===== src/hdl/tlvopf_pkg.sv =====
// Package for the TLV option pad filter: phase codes, state and result types.
// Used by every module of the block; depends on nothing else.
`timescale 1ns / 1ps

package tlvopf_pkg;

	localparam logic [15:0] CAPACITY_RESET = 16'hFFFF;
	localparam logic [7:0]  TYPE_PAD1      = 8'd0;
	localparam logic [7:0]  TYPE_PADN      = 8'd1;
	localparam logic [17:0] HDR_OVERHEAD   = 18'd2;

	typedef enum logic [5:0] {
		PH_TYPE    = 6'b000001,
		PH_PADLEN  = 6'b000010,
		PH_PADSKIP = 6'b000100,
		PH_OPTLEN  = 6'b001000,
		PH_OPTBODY = 6'b010000,
		PH_DRAIN   = 6'b100000
	} phase_t;

	typedef struct packed {
		phase_t      phase;
		logic [7:0]  bytes_left;
		logic [7:0]  held_type;
		logic [15:0] count_written;
	} state_t;

	typedef struct packed {
		logic [7:0]  out_byte;
		logic        byte_valid;
		logic        done_res;
		logic [15:0] written_count;
	} res_t;

	localparam state_t STATE_RESET = '{
		phase:         PH_TYPE,
		bytes_left:    8'd0,
		held_type:     8'd0,
		count_written: 16'd0
	};

endpackage


===== src/hdl/tlv_option_pad_filter_top.sv =====
// Path: an accepted word is registered in the input stage; its results pass
// through the result buffer, which takes them once it has room for them.
// Throughput: one input word per cycle while the result buffer has room; an
// option header word yields two output words and so holds the input while the
// buffer has under two free entries. The two-entry buffer sets this figure.
// Reset: asynchronous, active low; clears the filter state, buffer count and
// sets capacity to 65535.
`timescale 1ns / 1ps

module tlv_option_pad_filter_top (
	input  logic        clk,
	input  logic        arst_n,
	input  logic        s_tvalid,
	output logic        s_tready,
	input  logic [7:0]  s_tdata,   // [7:0] in_byte
	input  logic        s_tlast,   // last
	output logic        m_tvalid,
	input  logic        m_tready,
	output logic [23:0] m_tdata,   // [7:0] out_byte, [23:8] written_count
	output logic        m_tuser,   // byte_valid
	output logic        m_tlast,   // done_res
	input  logic        cfg_valid,
	output logic        cfg_ready,
	input  logic [15:0] cfg_data   // capacity
);
	import tlvopf_pkg::*;

	logic        vld_s1;
	logic [7:0]  byte_s1;
	logic        last_s1;
	logic [15:0] capacity_q;
	state_t      st_q;
	state_t      st_next;
	logic [1:0]  res_n;
	res_t        res0;
	res_t        res1;
	logic [1:0]  space;
	logic        adv;
	logic        pop;
	res_t        head;

	assign cfg_ready = 1'b1;
	assign pop       = m_tvalid && m_tready;
	assign adv       = vld_s1 && (res_n <= space);
	assign s_tready  = !vld_s1 || adv;

	always_ff @(posedge clk or negedge arst_n) begin
		if (!arst_n) begin
			vld_s1     <= 1'b0;
			capacity_q <= CAPACITY_RESET;
			st_q       <= STATE_RESET;
		end else begin
			if (s_tready) begin
				vld_s1 <= s_tvalid;
			end
			if (cfg_valid && cfg_ready) begin
				capacity_q <= cfg_data;
			end
			if (adv) begin
				st_q <= st_next;
			end
		end
	end

	always_ff @(posedge clk) begin
		if (s_tvalid && s_tready) begin
			byte_s1 <= s_tdata;
			last_s1 <= s_tlast;
		end
	end

	tlvopf_step u_step (
		.st       (st_q),
		.in_byte  (byte_s1),
		.last     (last_s1),
		.capacity (capacity_q),
		.st_next  (st_next),
		.res_n    (res_n),
		.res0     (res0),
		.res1     (res1)
	);

	tlvopf_outbuf u_outbuf (
		.clk        (clk),
		.arst_n     (arst_n),
		.push_n     (adv ? res_n : 2'd0),
		.push0      (res0),
		.push1      (res1),
		.pop        (pop),
		.head_valid (m_tvalid),
		.head       (head),
		.space      (space)
	);

	assign m_tdata = {head.written_count, head.out_byte};
	assign m_tuser = head.byte_valid;
	assign m_tlast = head.done_res;

	a_s1_hold: assert property (@(posedge clk) disable iff (!arst_n)
		vld_s1 && !adv |=> vld_s1 && $stable(byte_s1) && $stable(last_s1))
		else $error("stalled input stage changed");

	a_pkt_clear: assert property (@(posedge clk) disable iff (!arst_n)
		adv && last_s1 |=> st_q.phase == PH_TYPE && st_q.count_written == 16'd0)
		else $error("state not cleared at end of packet");

	a_cfg_write: assert property (@(posedge clk) disable iff (!arst_n)
		cfg_valid && cfg_ready |=> capacity_q == $past(cfg_data))
		else $error("capacity write lost");

endmodule


===== src/hdl/tlvopf_step.sv =====
// Next-state and result logic for one option byte of the TLV pad filter.
// Purely combinational; depends on tlvopf_pkg.
`timescale 1ns / 1ps

module tlvopf_step (
	input  tlvopf_pkg::state_t st,
	input  logic [7:0]         in_byte,
	input  logic               last,
	input  logic [15:0]        capacity,
	output tlvopf_pkg::state_t st_next,
	output logic [1:0]         res_n,
	output tlvopf_pkg::res_t   res0,
	output tlvopf_pkg::res_t   res1
);
	import tlvopf_pkg::*;

	logic [15:0] cnt_p1;
	logic [15:0] cnt_p2;
	logic [7:0]  left_m1;
	logic        fits;

	assign cnt_p1  = st.count_written + 16'd1;
	assign cnt_p2  = st.count_written + 16'd2;
	assign left_m1 = st.bytes_left - 8'd1;
	assign fits    = ({2'b00, st.count_written} + {10'd0, in_byte} + HDR_OVERHEAD)
		< {2'b00, capacity};

	always_comb begin
		st_next = st;
		res_n   = 2'd0;
		res0    = '{out_byte: 8'd0, byte_valid: 1'b0, done_res: 1'b0,
			written_count: st.count_written};
		res1    = res0;
		case (st.phase)
			PH_PADLEN: begin
				st_next.bytes_left = in_byte;
				st_next.phase      = (in_byte == 8'd0) ? PH_TYPE : PH_PADSKIP;
			end
			PH_PADSKIP: begin
				st_next.bytes_left = left_m1;
				if (left_m1 == 8'd0) begin
					st_next.phase = PH_TYPE;
				end
			end
			PH_OPTLEN: begin
				if (fits) begin
					res0 = '{out_byte: st.held_type, byte_valid: 1'b1, done_res: 1'b0,
						written_count: cnt_p1};
					res1 = '{out_byte: in_byte, byte_valid: 1'b1, done_res: 1'b0,
						written_count: cnt_p2};
					res_n = 2'd2;
					st_next.count_written = cnt_p2;
					st_next.bytes_left    = in_byte;
					st_next.phase         = (in_byte == 8'd0) ? PH_TYPE : PH_OPTBODY;
				end else begin
					st_next.phase = PH_DRAIN;
				end
			end
			PH_OPTBODY: begin
				res0 = '{out_byte: in_byte, byte_valid: 1'b1, done_res: 1'b0,
					written_count: cnt_p1};
				res_n = 2'd1;
				st_next.count_written = cnt_p1;
				st_next.bytes_left    = left_m1;
				if (left_m1 == 8'd0) begin
					st_next.phase = PH_TYPE;
				end
			end
			PH_DRAIN: begin
				st_next.phase = PH_DRAIN;
			end
			default: begin
				if (st.count_written >= capacity) begin
					st_next.phase = PH_DRAIN;
				end else if (in_byte == TYPE_PAD1) begin
					st_next.phase = PH_TYPE;
				end else if (in_byte == TYPE_PADN) begin
					st_next.phase = PH_PADLEN;
				end else begin
					st_next.held_type = in_byte;
					st_next.phase     = PH_OPTLEN;
				end
			end
		endcase

		if (last) begin
			case (res_n)
				2'd0: begin
					res0.done_res = 1'b1;
					res_n         = 2'd1;
				end
				2'd1: begin
					res0.done_res = 1'b1;
				end
				default: begin
					res1.done_res = 1'b1;
				end
			endcase
			st_next = STATE_RESET;
		end
	end

endmodule


===== src/hdl/tlvopf_outbuf.sv =====
// Two-entry result buffer between the filter logic and the output stream.
// Takes up to two results per cycle; depends on tlvopf_pkg.
`timescale 1ns / 1ps

module tlvopf_outbuf (
	input  logic             clk,
	input  logic             arst_n,
	input  logic [1:0]       push_n,
	input  tlvopf_pkg::res_t push0,
	input  tlvopf_pkg::res_t push1,
	input  logic             pop,
	output logic             head_valid,
	output tlvopf_pkg::res_t head,
	output logic [1:0]       space
);
	import tlvopf_pkg::*;

	res_t       slot_q [2];
	logic [1:0] cnt_q;
	logic [1:0] base;

	assign base       = cnt_q - {1'b0, pop};
	assign space      = 2'd2 - base;
	assign head_valid = (cnt_q != 2'd0);
	assign head       = slot_q[0];

	always_ff @(posedge clk or negedge arst_n) begin
		if (!arst_n) begin
			cnt_q <= 2'd0;
		end else begin
			cnt_q <= base + push_n;
		end
	end

	always_ff @(posedge clk) begin
		if (push_n == 2'd2) begin
			slot_q[0] <= push0;
			slot_q[1] <= push1;
		end else if (push_n == 2'd1 && base == 2'd0) begin
			slot_q[0] <= push0;
		end else begin
			if (pop) begin
				slot_q[0] <= slot_q[1];
			end
			if (push_n == 2'd1) begin
				slot_q[1] <= push0;
			end
		end
	end

endmodule


===== config.mk =====
export PLATFORM = sky130hd
export DESIGN_NAME = tlv_option_pad_filter_top
export DESIGN_NICKNAME = d
export VERILOG_FILES = /design/src/hdl/tlvopf_pkg.sv /design/src/hdl/tlv_option_pad_filter_top.sv /design/src/hdl/tlvopf_step.sv /design/src/hdl/tlvopf_outbuf.sv
export SDC_FILE = /design/constraint.sdc
export NUM_CORES = 1
export LEC_CHECK = 0
export BUFFER_PORTS_ARGS = -buffer_cell sky130_fd_sc_hd__buf_2
export CAP_MARGIN = 30
export CORE_AREA = 2 2 119 208
export DETAILED_ROUTE_END_ITERATION = 12
export DIE_AREA = 0 0 121 210
export GPL_ROUTABILITY_DRIVEN = 0
export HOLD_SLACK_MARGIN = 0.15
export PLACE_DENSITY = 0.58
export SLEW_MARGIN = 25
export SYNTH_ARGS = -nofsm -noshare
export SYNTH_HDL_FRONTEND = slang
export SYNTH_SLANG_ARGS = --single-unit

===== constraint.sdc =====
create_clock -name clk -period 23.6 [get_ports clk]
set_input_delay 4.72 -clock clk [delete_from_list [all_inputs] [get_ports clk]]
set_output_delay 4.72 -clock clk [all_outputs]
set_load 0.05 [all_outputs]

=== Word-level counts from Yosys, hierarchy flattened ===
Memories as Yosys holds them, arrays and structs flattened.
Cells that the tools add are included.

* Flip-flop bits (word level): 66
* Latch bits: 0
* Bits in writable memories: 52
* Memory bits (read-only): 0
* Bits of input ports: 30
* Output and inout bits: 29
* Logic and storage cells: 105
* Memories: 1

{| class="wikitable"
|+ Memory list
! name !! words !! bits a word !! rd ports !! clocked after memory_dff !! write ports !! RTL line !! RTL
|-
| u_outbuf.slot_q || 2 || 26 || 2 || 0 || 2 || tlvopf_outbuf.sv:18 || <nowiki>res_t slot_q [2];</nowiki>
|}

* $add $sub $neg: 8
* Multipliers: 0
* Div/mod/pow operators: 0
* Magnitude comparators: 3
* Eq/ne operators: 15
* Shift-type cells: 0
* Mux-type cells: 46
* Bitwise gates (word level): 3
* Reductions and logical operators: 20

{| class="wikitable"
|+ Operators with widths
! operator !! number
|-
| 2-to-1 mux 26 bit || 6
|-
| one-hot mux 26 bit (2 select lines) || 1
|-
| 2-to-1 mux 8 bit || 5
|-
| 2-to-1 mux 38 bit || 1
|-
| one-hot mux 16 bit (2 select lines) || 1
|-
| 2-to-1 mux 6 bit || 4
|-
| one-hot mux 6 bit (4 select lines) || 1
|-
| one-hot mux 8 bit (3 select lines) || 1
|-
| adder 18 x 2 -> 18 bit, second input constant || 1
|-
| less-than comparator 18 x 16 -> 1 bit || 1
|-
| adder 16 x 8 -> 17 bit || 1
|-
| 2-to-1 mux 1 bit || 17
|-
| adder 16 x 1 -> 16 bit, second input constant || 1
|-
| adder 16 x 2 -> 16 bit, second input constant || 1
|-
| greater-or-equal comparator 16 bit || 1
|-
| logical NOT 8 bit || 2
|-
| 2-to-1 mux 16 bit || 1
|-
| equality test 8 x 1 -> 1 bit, second input constant || 1
|-
| 2-to-1 mux 2 bit || 4
|-
| subtractor 8 x 1 -> 8 bit, second input constant || 1
|-
| equality test 6 x 2 -> 1 bit, second input constant || 1
|-
| equality test 6 x 3 -> 1 bit, second input constant || 1
|-
| equality test 6 x 4 -> 1 bit, second input constant || 1
|-
| equality test 6 x 5 -> 1 bit, second input constant || 1
|-
| 28 further kinds || 39
|}

=== Longest topological paths before layout ===
Gate-level depths: netlist of the first run.

* Depth after elaboration: 18
* Gate-level depth with buffers: 33

=== By module ===
From an unflattened synthesis of the first run, not the netlist that was laid out.

* Cells, all modules: 936
* Area total of the unflattened synthesis: 9411.5 um^2

{| class="wikitable"
|+ Modules (own cells, without submodules)
! module !! times used !! cells an instance !! area an instance (um^2) !! sequential area each (um^2)
|-
| tlvopf_outbuf || 1 || 281 || 3485.8 || 1611.5
|-
| tlvopf_step || 1 || 514 || 3455.8 || 0.0
|-
| tlv_option_pad_filter_top || 1 || 141 || 2469.9 || 1667.8
|}

=== Worst setup path after synthesis of the first run ===
No wires, ideal clock.

* Path type: input-to-output
* From: input port m_tready
* To: output port s_tready
* Arrival time: 6.656 ns
* Required time: 18.880 ns
* Slack: 12.224 ns
* Cell stages on the path: 10
* Path buffers: 0
* Path through: nand2_1 > inv_1 > ha_1 > xnor2_1 > ha_1 > ha_1 > nor2b_1 > o21ai_0 > inv_1 > nand2_1

* Word-level cells in the longest chain between the ends: 6

{| class="wikitable"
|+ Ends and longest elaborated chain
! element !! RTL line !! RTL
|-
| start: declaration || tlv_option_pad_filter_top.sv:18 || <nowiki>input logic m_tready,</nowiki>
|-
| logical AND 1 bit || tlv_option_pad_filter_top.sv:43 || <nowiki>assign pop = m_tvalid && m_tready;</nowiki>
|-
| subtractor 2 x 1 -> 2 bit || tlvopf_outbuf.sv:22 || <nowiki>assign base = cnt_q - {1'b0, pop};</nowiki>
|-
| subtractor 2 bit || tlvopf_outbuf.sv:23 || <nowiki>assign space = 2'd2 - base;</nowiki>
|-
| <= comparator 2 bit || tlv_option_pad_filter_top.sv:44 || <nowiki>assign adv = vld_s1 && (res_n <= space);</nowiki>
|-
| logical AND 1 bit || tlv_option_pad_filter_top.sv:44 ||
|-
| logical OR 1 bit || tlv_option_pad_filter_top.sv:45 || <nowiki>assign s_tready = !vld_s1 || adv;</nowiki>
|-
| end: declaration || tlv_option_pad_filter_top.sv:14 || <nowiki>output logic s_tready,</nowiki>
|}

No other way between the ends.

=== Worst setup path in the final report of the first run ===
* From: register st_q[0] (netlist name)
* To: output port s_tready

* Word-level cells in the longest chain between the ends: 11

{| class="wikitable"
|+ Ends and longest elaborated chain
! element !! RTL line !! RTL
|-
| start: declaration || tlv_option_pad_filter_top.sv:32 || <nowiki>state_t st_q;</nowiki>
|-
| start signal: assignment || tlv_option_pad_filter_top.sv:60 || <nowiki>st_q <= st_next;</nowiki>
|-
| adder 16 x 8 -> 17 bit (*) || tlvopf_step.sv:25 || <nowiki>assign fits = ({2'b00, st.count_written} + {10'd0, in_byte} + HDR_OVERHEAD)</nowiki>
|-
| adder 18 x 2 -> 18 bit (*) || tlvopf_step.sv:25 ||
|-
| less-than comparator 18 x 16 -> 1 bit (*) || tlvopf_step.sv:26 || <nowiki>< {2'b00, capacity};</nowiki>
|-
| 2-to-1 mux 2 bit (*) || tlvopf_step.sv:46 || <nowiki>if (fits) begin</nowiki>
|-
| one-hot mux 2 bit (2 select lines) (*) || tlvopf_step.sv:34 || <nowiki>case (st.phase)</nowiki>
|-
| logical NOT 2 bit || tlvopf_step.sv:87 || <nowiki>case (res_n)</nowiki>
|-
| 2-to-1 mux 2 bit || tlvopf_step.sv:87 ||
|-
| 2-to-1 mux 2 bit (*) || tlvopf_step.sv:86 || <nowiki>if (last) begin</nowiki>
|-
| <= comparator 2 bit (*) || tlv_option_pad_filter_top.sv:44 ||
|-
| logical AND 1 bit (*) || tlv_option_pad_filter_top.sv:44 ||
|-
| logical OR 1 bit (*) || tlv_option_pad_filter_top.sv:45 ||
|}

Every way passes the cells marked *; elsewhere a longest branch is shown, timed or not.

==> results.json, run 1 <==
{
  "outcome": "completed",
  "p_total_mw": 1.52,
  "drtAntennaViolNets": 0,
  "wl_mm": 22.8,
  "clock_latency_ns": 0.43,
  "drive_gt1_frac": 0.178,
  "syn_inst": 850,
  "hold_buffers": 0,
  "finalMaxSlewViolations": 0,
  "fmax_mhz": 80.9,
  "portBuffers": 57,
  "dr.first_iter.drc_count": 359,
  "path_class": "flop to output pin",
  "dp.cells": 1153,
  "drt-vias-per-instance": 5.57,
  "synth-edff-count": 61,
  "grt-ovfl-total": 0,
  "fin_ws_ns": 11.24,
  "start_util": 0.347,
  "syn_area_um2": 8230,
  "grt_usage": 0.187,
  "max_cap_violations": 0,
  "arrival_ns": 7.64,
  "numCtsBuffers": 17,
  "synth_cell_types": 77,
  "leakage_nw": 3.77,
  "hp-class": "flop to flop",
  "whs_ns": 0.523,
  "rsz0062_at_grt": "false",
  "grt_pass1_vias": 6534,
  "skew_ns": 0.0140,
  "tritoncts": "done",
  "n_antenna_cell": 0,
  "htreeDepth": 4,
  "setup_viol": 0,
  "cts_resized": 0,
  "hpwl_mm": 16.8,
  "clock_sinks": 118,
  "power.density_nw_per_um2": 166,
  "core_area_um2": 23700,
  "post_dp_cell_area_um2": 8580,
  "period_share": 0.524,
  "yosys_warnings": 0,
  "drc": 0,
  "design_area_um2": 9160,
  "antenna_found_initial": 0,
  "area_growth_syn_to_layout_pct": 11.3,
  "cts-root-buf": "clkbuf_16",
  "vias": 6599,
  "post-place-ws_ns": 11.73,
  "std_cell_rows": 75,
  "die_h_um": 210,
  "utilization": 0.386,
  "layout_commonest_cell": "nand2_1",
  "endpoint_kind": "output pin",
  "io_pins": 59,
  "cts.path.max_buffers": 2,
  "worstSetupStartpointType": "flop",
  "worst_slew_pin_slew_ns": 0.950,
  "grt_pass1_wl_mm": 36.1,
  "required_ns": 18.88,
  "ys_seq_elements": 118,
  "drt_first_pass_iters": 4,
  "syn_avg_cell_area_um2": 9.68,
  "syn_nets": 930,
  "clk_pin_slew_ns": 0.06,
  "post_cts_buffers": 0,
  "synth_seq_area_share": 0.399,
  "die_x_um": 121,
  "period_needed_ns": 12.36,
  "wl_per_cell_um": 19.2,
  "dieArea_um2": 25400,
  "final_cell_mix": "nand2_1 (67), edfxtp_1 (61), buf_2 (57)",
  "peakVddDrop_mv": 0.307,
  "slew-limit-headroom": 0.362,
  "tns_ns": 0,
  "layout.cells.non_filler": 1185,
  "nets": 944,
  "grt_max_degree": 58,
  "path_max_fanout": 15,
  "ys.flop_type": "edfxtp_1",
  "report.final.hold_viol_count": 0,
  "async_flop_share": 0.483
}
where the power goes:
part / total [mW] / leakage, nW / switching (mW) / internal, mW
Clock: 0.258 / 0.275 / 0.103 / 0.155
Sequential: 0.421 / 1.28 / 0.0829 / 0.339
Combinational: 0.840 / 2.22 / 0.551 / 0.289
routing by layer:
layer,vias to the layer above,part of all wire,GRT usage
li1,3143,-,-
met1,3167,0.36,0.195
met2,213,0.54,0.337
met3,76,0.036,0.0300
met4,0,0.062,0.125
met5,-,0,0
final cells by class:
cell class | instances | area (µm²)
clock buffers | 17 | 425
clock inverters | 15 | 153
fillers | 2343 | 14600
inverters | 41 | 154
multi-input cells | 619 | 4400
flip-flops and latches | 118 | 3280
well taps | 308 | 385
repair buffers | 67 | 360
sequential cells by signal, indices dropped and copies added (netlist names):
| name | flops |
|---|---|
| byte_s1 | 8 |
| capacity_q | 16 |
| last_s1 | 1 |
| st_q | 38 |
| u_outbuf.cnt_q | 2 |
| u_outbuf.slot_q | 52 |
| vld_s1 | 1 |
cells by family after synthesis:
logic type	Yosys count	share of synthesized area
multiplexers	29	0.0481
adder cells (fa/ha/maj)	51	0.0782
AO/OA/AOI/OAI	216	0.183
XOR/XNOR	60	0.0639
other	1	0.000456
AND/OR/NAND/NOR	262	0.161
buffers and inverters	113	0.0669
flip-flops	118	0.399
cell usage after synthesis (11+ instances only):
cell | instances | share of area
nor3_1 | 33 | 0.020
a21o_1 | 13 | 0.012
mux2_4 | 19 | 0.035
edfxtp_1 | 61 | 0.22
xnor2_1 | 30 | 0.032
nor2b_1 | 11 | 0.0084
o31ai_1 | 12 | 0.011
o21ai_0 | 54 | 0.033
nand3_1 | 22 | 0.013
buf_4 | 27 | 0.025
clkbuf_1 | 36 | 0.016
a22o_1 | 18 | 0.019
xor2_1 | 30 | 0.032
nand2_1 | 68 | 0.031
dfrtp_1 | 40 | 0.12
nor4_1 | 21 | 0.016
nor2_1 | 49 | 0.022
o211ai_1 | 14 | 0.013
inv_1 | 39 | 0.018
a21oi_1 | 39 | 0.024
ha_1 | 49 | 0.075
dfstp_2 | 17 | 0.054
final timing paths:
check	start	to	slack, ns	cells after the start
max	st_q[0]	s_tready	11.24	25
min	st_q[32]	st_q[32]	0.52	2
max reg2reg	st_q[0]	u_outbuf.slot_q[0][5]	14.54	26
min reg2reg	st_q[32]	st_q[32]	0.52	2
max in group asynchronous	arst_n	st_q[2]	18.60	2
min in group asynchronous	arst_n	st_q[29]	4.47	2
worst max-delay path, stage by stage, from the launching register on:
cell	delay (ns)
dfrtp_1	0.72
ha_1	0.29
inv_1	0.06
fa_1	0.40
nand2b_1	0.19
a21oi_2	0.14
xnor2_1	0.11
or4_1	0.53
or4_1	0.74
nor3_1	0.27
xnor2_1	0.15
ha_1	0.24
and4_1	0.22
a41oi_1	0.19
o21ai_0	0.10
a211o_1	0.24
a21oi_1	0.30
o31a_1	0.68
nand2_2	0.30
inv_2	0.24
ha_1	0.27
nor2b_1	0.13
o21ai_0	0.25
inv_1	0.08
nand2_1	0.10
buf_2	0.26
Power figures use the tool's default switching activity.
==> inputs of run 2 (changes only) <==
==> constraint.sdc (replaced) <==
create_clock -name clk -period 12.3 [get_ports clk]
set_input_delay 2.46 -clock clk [delete_from_list [all_inputs] [get_ports clk]]
set_output_delay 2.46 -clock clk [all_outputs]
set_load 0.05 [all_outputs]
==> run 2 against run 1 <==
  * Clock-buffer cell count unchanged
  * Power up 94%
  * Register-to-register slack worse by 11 ns
  * Sequential cell count unchanged
  * Combinational power up 93%
  * Worst hold slack worse by 0.029 ns
  * Clock skew down 0.0028 ns
  * Largest cell class unchanged
  * Largest power group unchanged
==> results.json, run 2 (synthesized netlist as in run 1, its figures left out) <==
{
  "post_cts_buffers": 0,
  "fillers": 2350,
  "grt_pass1_vias": 6523,
  "worst_slew_pin_slew_ns": 0.842,
  "power.density_nw_per_um2": 320,
  "start_util": 0.347,
  "endpoint_kind": "output pin",
  "cts.path.max_buffers": 2,
  "core_area_um2": 23700,
  "largest_reg_flops": 52,
  "max_cap_violations": 0,
  "portBuffers": 57,
  "die_x_um": 121,
  "regMostFlops": "u_outbuf.slot_q",
  "post-place-ws_ns": 3.10,
  "io_pins": 59,
  "vias": 6512,
  "pwr-share-comb": 0.551,
  "path_max_fanout": 15,
  "antenna_found_initial": 0,
  "required_ns": 9.84,
  "std_cell_rows": 75,
  "arrival_ns": 7.22,
  "multi_input_area_um2": 4400,
  "top_regs": "u_outbuf.slot_q: 52 flops, st_q: 38 flops, capacity_q: 16 flops",
  "tns_ns": 0,
  "skew_ns": 0.0112,
  "swShare": 0.482,
  "dieArea_um2": 25400,
  "clock_sinks": 118,
  "path_class": "flop to output pin",
  "grt_max_degree": 58,
  "power_frac_seq": 0.274,
  "cts-root-buf": "clkbuf_16",
  "power.share.clock": 0.174,
  "period_share": 0.787,
  "grt_pass1_wl_mm": 36.0,
  "path_common_cell": "ha_1",
  "final_cell_mix": "nand2_1 (67), edfxtp_1 (61), buf_2 (58)",
  "period_needed_ns": 9.68,
  "area_growth_syn_to_layout_pct": 11.8,
  "drt_first_pass_iters": 5,
  "max_stage_delay_ns": 0.73,
  "slew-limit-headroom": 0.434,
  "power_switching_mw": 1.42,
  "tritoncts": "done",
  "fmax_mhz": 103,
  "drc": 0,
  "numCtsBuffers": 17,
  "outcome": "completed",
  "dr.first_iter.drc_count": 374,
  "cts_resized": 0,
  "clock_latency_ns": 0.44,
  "report.final.hold_viol_count": 0,
  "leakage_nw": 3.79,
  "finalMaxSlewViolations": 0,
  "drive_gt1_frac": 0.180,
  "drt-vias-per-instance": 5.49,
  "internal_power_mw": 1.53,
  "setup_viol": 0,
  "hold_buffers": 0,
  "wl_mm": 22.9,
  "layout_commonest_cell": "nand2_1",
  "hp-class": "flop to flop",
  "grt-ovfl-total": 0,
  "fin_ws_ns": 2.62,
  "hpwl_mm": 16.8,
  "wl_per_cell_um": 19.3,
  "n_antenna_cell": 0,
  "clk_pin_slew_ns": 0.06,
  "seq_area_um2": 3280,
  "rsz0062_at_grt": "false",
  "cpMaxStageDelayCell": "or4_1",
  "die_h_um": 210,
  "grt_usage": 0.188,
  "nets": 946,
  "htreeDepth": 4,
  "drtAntennaViolNets": 0,
  "peakVddDrop_mv": 0.359,
  "worstSetupStartpointType": "flop"
}
==> run 2: metrics by stage <==
step	hold WS [ns]	utilization	area [µm²]	instances	power (mW)
after floorplan	0.466	-	8230	850	2.05
after global placement	0.484	0.362	8590	1154	2.42
after detailed placement	0.487	0.362	8590	1154	2.44
after CTS	0.495	0.387	9190	1186	2.96
after global routing	0.509	0.387	9200	1187	3.14
final	0.494	0.387	9200	1187	2.94
==> run 2: layout make-up <==
cell class                      count  area share
Inverter                           41      0.0167
Clock buffer                       17      0.0462
Sequential cell                   118       0.357
Multi-Input combinational cell    619       0.479
Clock inverter                     15      0.0195
Timing Repair Buffer               69      0.0405
Tap cell                          308      0.0419
==> run 2: power by group through the flow <==
| stage | Combinational, mW | Sequential (mW) | Clock (mW) |
|---|---|---|---|
| 2_1_floorplan | 1.31 | 0.740 | 0 |
| 3_3_place_gp | 1.61 | 0.811 | 0 |
| 3_5_place_dp | 1.62 | 0.814 | 0 |
| 4_1_cts | 1.63 | 0.808 | 0.523 |
| 5_1_grt | 1.77 | 0.827 | 0.538 |
| 6_report | 1.62 | 0.807 | 0.514 |
==> run 2: path summary, 6_finish.rpt <==
| check | start | end | slack [ns] | cells after the start |
|---|---|---|---|---|
| worst min-delay path | st_q[32] | st_q[32] | 0.49 | 2 |
| worst min register to register | st_q[32] | st_q[32] | 0.49 | 2 |
| worst max register to register | st_q[0] | u_outbuf.slot_q[0][0] | 3.80 | 27 |
| worst max-delay path | st_q[0] | s_tready | 2.62 | 26 |
| min in group asynchronous | arst_n | st_q[28] | 2.21 | 2 |
| max in group asynchronous | arst_n | st_q[12] | 9.54 | 2 |
==> run 2: per-layer routing <==
| metal | routed length (µm) | track usage | share of wire |
|---|---|---|---|
| met5 | 0 | 0 | 0 |
| met4 | 1490 | 0.135 | 0.065 |
| met3 | 906 | 0.0344 | 0.040 |
| met2 | 12200 | 0.335 | 0.53 |
| met1 | 8300 | 0.193 | 0.36 |
==> run 2: worst max-delay path, delay by kind of cell (launching register included) <==
family | cells | cell delay, ns
buf+inv | 5 | 0.87
xor+xnor | 2 | 0.26
flops | 1 | 0.70
fa+ha+maj | 4 | 1.19
simple gates | 8 | 2.35
compound gates | 7 | 1.42
==> inputs of run 3 (changes only) <==
--- a/config.mk
+++ b/config.mk
@@ -5,11 +5,12 @@
 export SDC_FILE = /design/constraint.sdc
 export NUM_CORES = 1
 export LEC_CHECK = 0
+export ABC_AREA = 1
 export BUFFER_PORTS_ARGS = -buffer_cell sky130_fd_sc_hd__buf_2
 export CAP_MARGIN = 30
-export CORE_AREA = 2 2 119 208
+export CORE_AREA = 2 2 121 212
 export DETAILED_ROUTE_END_ITERATION = 12
-export DIE_AREA = 0 0 121 210
+export DIE_AREA = 0 0 123 214
 export GPL_ROUTABILITY_DRIVEN = 0
 export HOLD_SLACK_MARGIN = 0.15
 export PLACE_DENSITY = 0.58
==> constraint.sdc (replaced) <==
create_clock -name clk -period 9.95 [get_ports clk]
set_input_delay 1.99 -clock clk [delete_from_list [all_inputs] [get_ports clk]]
set_output_delay 1.99 -clock clk [all_outputs]
set_load 0.05 [all_outputs]
==> run 3 against run 2 <==
  * Combinational power hardly changed
  * Final area grew 2.3%
  * Worst hold slack worse by 0.013 ns
  * Largest cell class unchanged
  * Highest routed layer unchanged
==> results.json, run 3 <==
{
  "syn_nets": 1177,
  "grt_pass1_wl_mm": 35.2,
  "syn_avg_cell_area_um2": 7.76,
  "grt_usage": 0.172,
  "synth_seq_area_share": 0.385,
  "core_area_um2": 24500,
  "wl_per_cell_um": 15.0,
  "post_dp_cell_area_um2": 8780,
  "grt_pass1_vias": 7053,
  "peakVddDrop_mv": 0.0998,
  "leakage_nw": 4.37,
  "synth_area_leader_cell": "edfxtp_1",
  "cpMaxStageDelayCell": "dfrtp_1",
  "numCtsBuffers": 17,
  "final_cell_mix": "nand2_1 (312), inv_1 (115), o21ai_0 (94)",
  "finalMaxSlewViolations": 0,
  "portBuffers": 57,
  "drt-vias-per-instance": 4.86,
  "top_regs": "u_outbuf.slot_q: 52 flops, st_q: 38 flops, capacity_q: 16 flops",
  "cts-root-buf": "clkbuf_16",
  "power.share.clock": 0.205,
  "drive_gt1_frac": 0.154,
  "drc": 0,
  "synth-edff-count": 61,
  "setup_viol": 0,
  "largest_reg_flops": 52,
  "hp-class": "flop to flop",
  "grt-ovfl-total": 0,
  "tns_ns": 0,
  "design_area_um2": 9410,
  "skew_ns": 0.00890,
  "std_cell_rows": 76,
  "drt_first_pass_iters": 5,
  "internal_power_mw": 1.68,
  "syn_inst": 1097,
  "ys_seq_elements": 118,
  "clk_pin_slew_ns": 0.06,
  "power.density_nw_per_um2": 343,
  "syn_area_um2": 8510,
  "report.final.hold_viol_count": 0,
  "crit_buf_inv": 7,
  "path_class": "flop to output pin",
  "nets": 1193,
  "slew-limit-headroom": 0.478,
  "p_total_mw": 3.23,
  "yosysMostFrequentCell": "nand2_1",
  "path_common_cell": "inv_1",
  "power_frac_seq": 0.286,
  "n_antenna_cell": 0,
  "period_needed_ns": 7.57,
  "htreeDepth": 4,
  "die_x_um": 123,
  "yosys-top-cells-count": "nand2_1 (312), inv_1 (115), o21ai_0 (95)",
  "dr.first_iter.drc_count": 414,
  "start_util": 0.347,
  "synth_cell_types": 54,
  "pwr-share-comb": 0.510,
  "hpwl_mm": 17.0,
  "wl_mm": 21.5,
  "swShare": 0.479,
  "endpoint_kind": "output pin",
  "worstSetupStartpointType": "flop",
  "worst_slew_pin_slew_ns": 0.783,
  "max_cap_violations": 0,
  "cpLargestDelayFamily": "simple AND/OR/NAND/NOR gates",
  "required_ns": 7.96,
  "tritoncts": "done",
  "clock_sinks": 118,
  "max_stage_delay_ns": 0.53,
  "antenna_found_initial": 0,
  "cts.path.max_buffers": 2,
  "synthTopCellsByArea": "edfxtp_1 (22%), nand2_1 (14%), dfrtp_1 (12%), ha_1 (7.2%), o21ai_0 (5.6%)",
  "vias": 6987,
  "dieArea_um2": 26300,
  "ys.flop_type": "edfxtp_1",
  "die_h_um": 214,
  "rsz0062_at_grt": "false",
  "post_cts_buffers": 0,
  "regMostFlops": "u_outbuf.slot_q",
  "hold_buffers": 0,
  "grt_max_degree": 58,
  "power_switching_mw": 1.55,
  "yosys_warnings": 0,
  "layout_commonest_cell": "nand2_1",
  "arrival_ns": 5.58,
  "drtAntennaViolNets": 0,
  "synth_top_area_share": 0.215,
  "outcome": "completed",
  "cts_resized": 0,
  "path_max_fanout": 37,
  "io_pins": 59,
  "async_flop_share": 0.483,
  "clock_latency_ns": 0.44,
  "fmax_mhz": 132,
  "area_growth_syn_to_layout_pct": 10.6,
  "period_share": 0.761
}
-- run 3: cell types whose count changed after synthesis, moves of 22 or more --
cell	change
inv_1	+76
xnor2_1	-22
o21ai_0	+41
nand3_1	+50
nor3_1	-22
nand2_1	+244
-- run 3: kinds of logic after synthesis --
group	Yosys count	synth area share
fa+ha+maj	50	0.0744
compound gates	176	0.117
buf+inv	190	0.107
flops	118	0.385
simple gates	520	0.272
other cells	1	0.000441
xor+xnor	42	0.0432
-- run 3: tightest hold or removal path: stages, from the launching register on --
cell     delay (ns)
dfrtp_1        0.34
nand2_1        0.05
o21ai_0        0.06
-- run 3: cell type report --
cell class | count | area (µm²)
inverters | 127 | 479
fillers | 2628 | 15100
clock buffers | 17 | 425
clock inverters | 15 | 200
multi-input cells | 789 | 4330
flip-flops and latches | 118 | 3280
well taps | 312 | 390
repair buffers | 60 | 308
-- run 3: stage by stage --
stage | cells | worst slack (ns) | hold slack, ns | utilization
after floorplan | 1097 | 3.32 | 0.453 | -
after global placement | 1406 | 2.97 | 0.469 | 0.358
after detailed placement | 1406 | 2.88 | 0.473 | 0.358
after CTS | 1438 | 2.36 | 0.488 | 0.383
after global routing | 1438 | 1.91 | 0.521 | 0.384
final | 1438 | 2.38 | 0.481 | 0.384
-- run 3: worst paths after layout --
kind | endpoint | depth (start not counted) | slack [ns] | start
max in group asynchronous | st_q[25] | 2 | 7.71 | arst_n
hold / removal | st_q[19] | 2 | 0.48 | st_q[19]
setup reg to reg | u_outbuf.slot_q[0][13] | 33 | 3.24 | st_q[0]
hold reg to reg | st_q[19] | 2 | 0.48 | st_q[19]
min in group asynchronous | st_q[13] | 2 | 1.71 | arst_n
setup / recovery | s_tready | 26 | 2.38 | st_q[0]
-- run 3: per-layer routing --
layer | GRT usage | vias to the layer above | part of all wire
met5 | 0 | - | 0
met4 | 0.113 | 0 | 0.060
met3 | 0.0378 | 74 | 0.041
met2 | 0.306 | 170 | 0.52
met1 | 0.177 | 3137 | 0.38
li1 | - | 3606 | -
-- run 3: power groups by stage --
stage | registers, mW | clock network [mW] | logic (mW)
2_1_floorplan | 0.883 | 0 | 1.44
3_3_place_gp | 0.931 | 0 | 1.63
3_5_place_dp | 0.934 | 0 | 1.66
4_1_cts | 0.925 | 0.673 | 1.66
5_1_grt | 0.946 | 0.697 | 1.86
6_report | 0.923 | 0.661 | 1.65
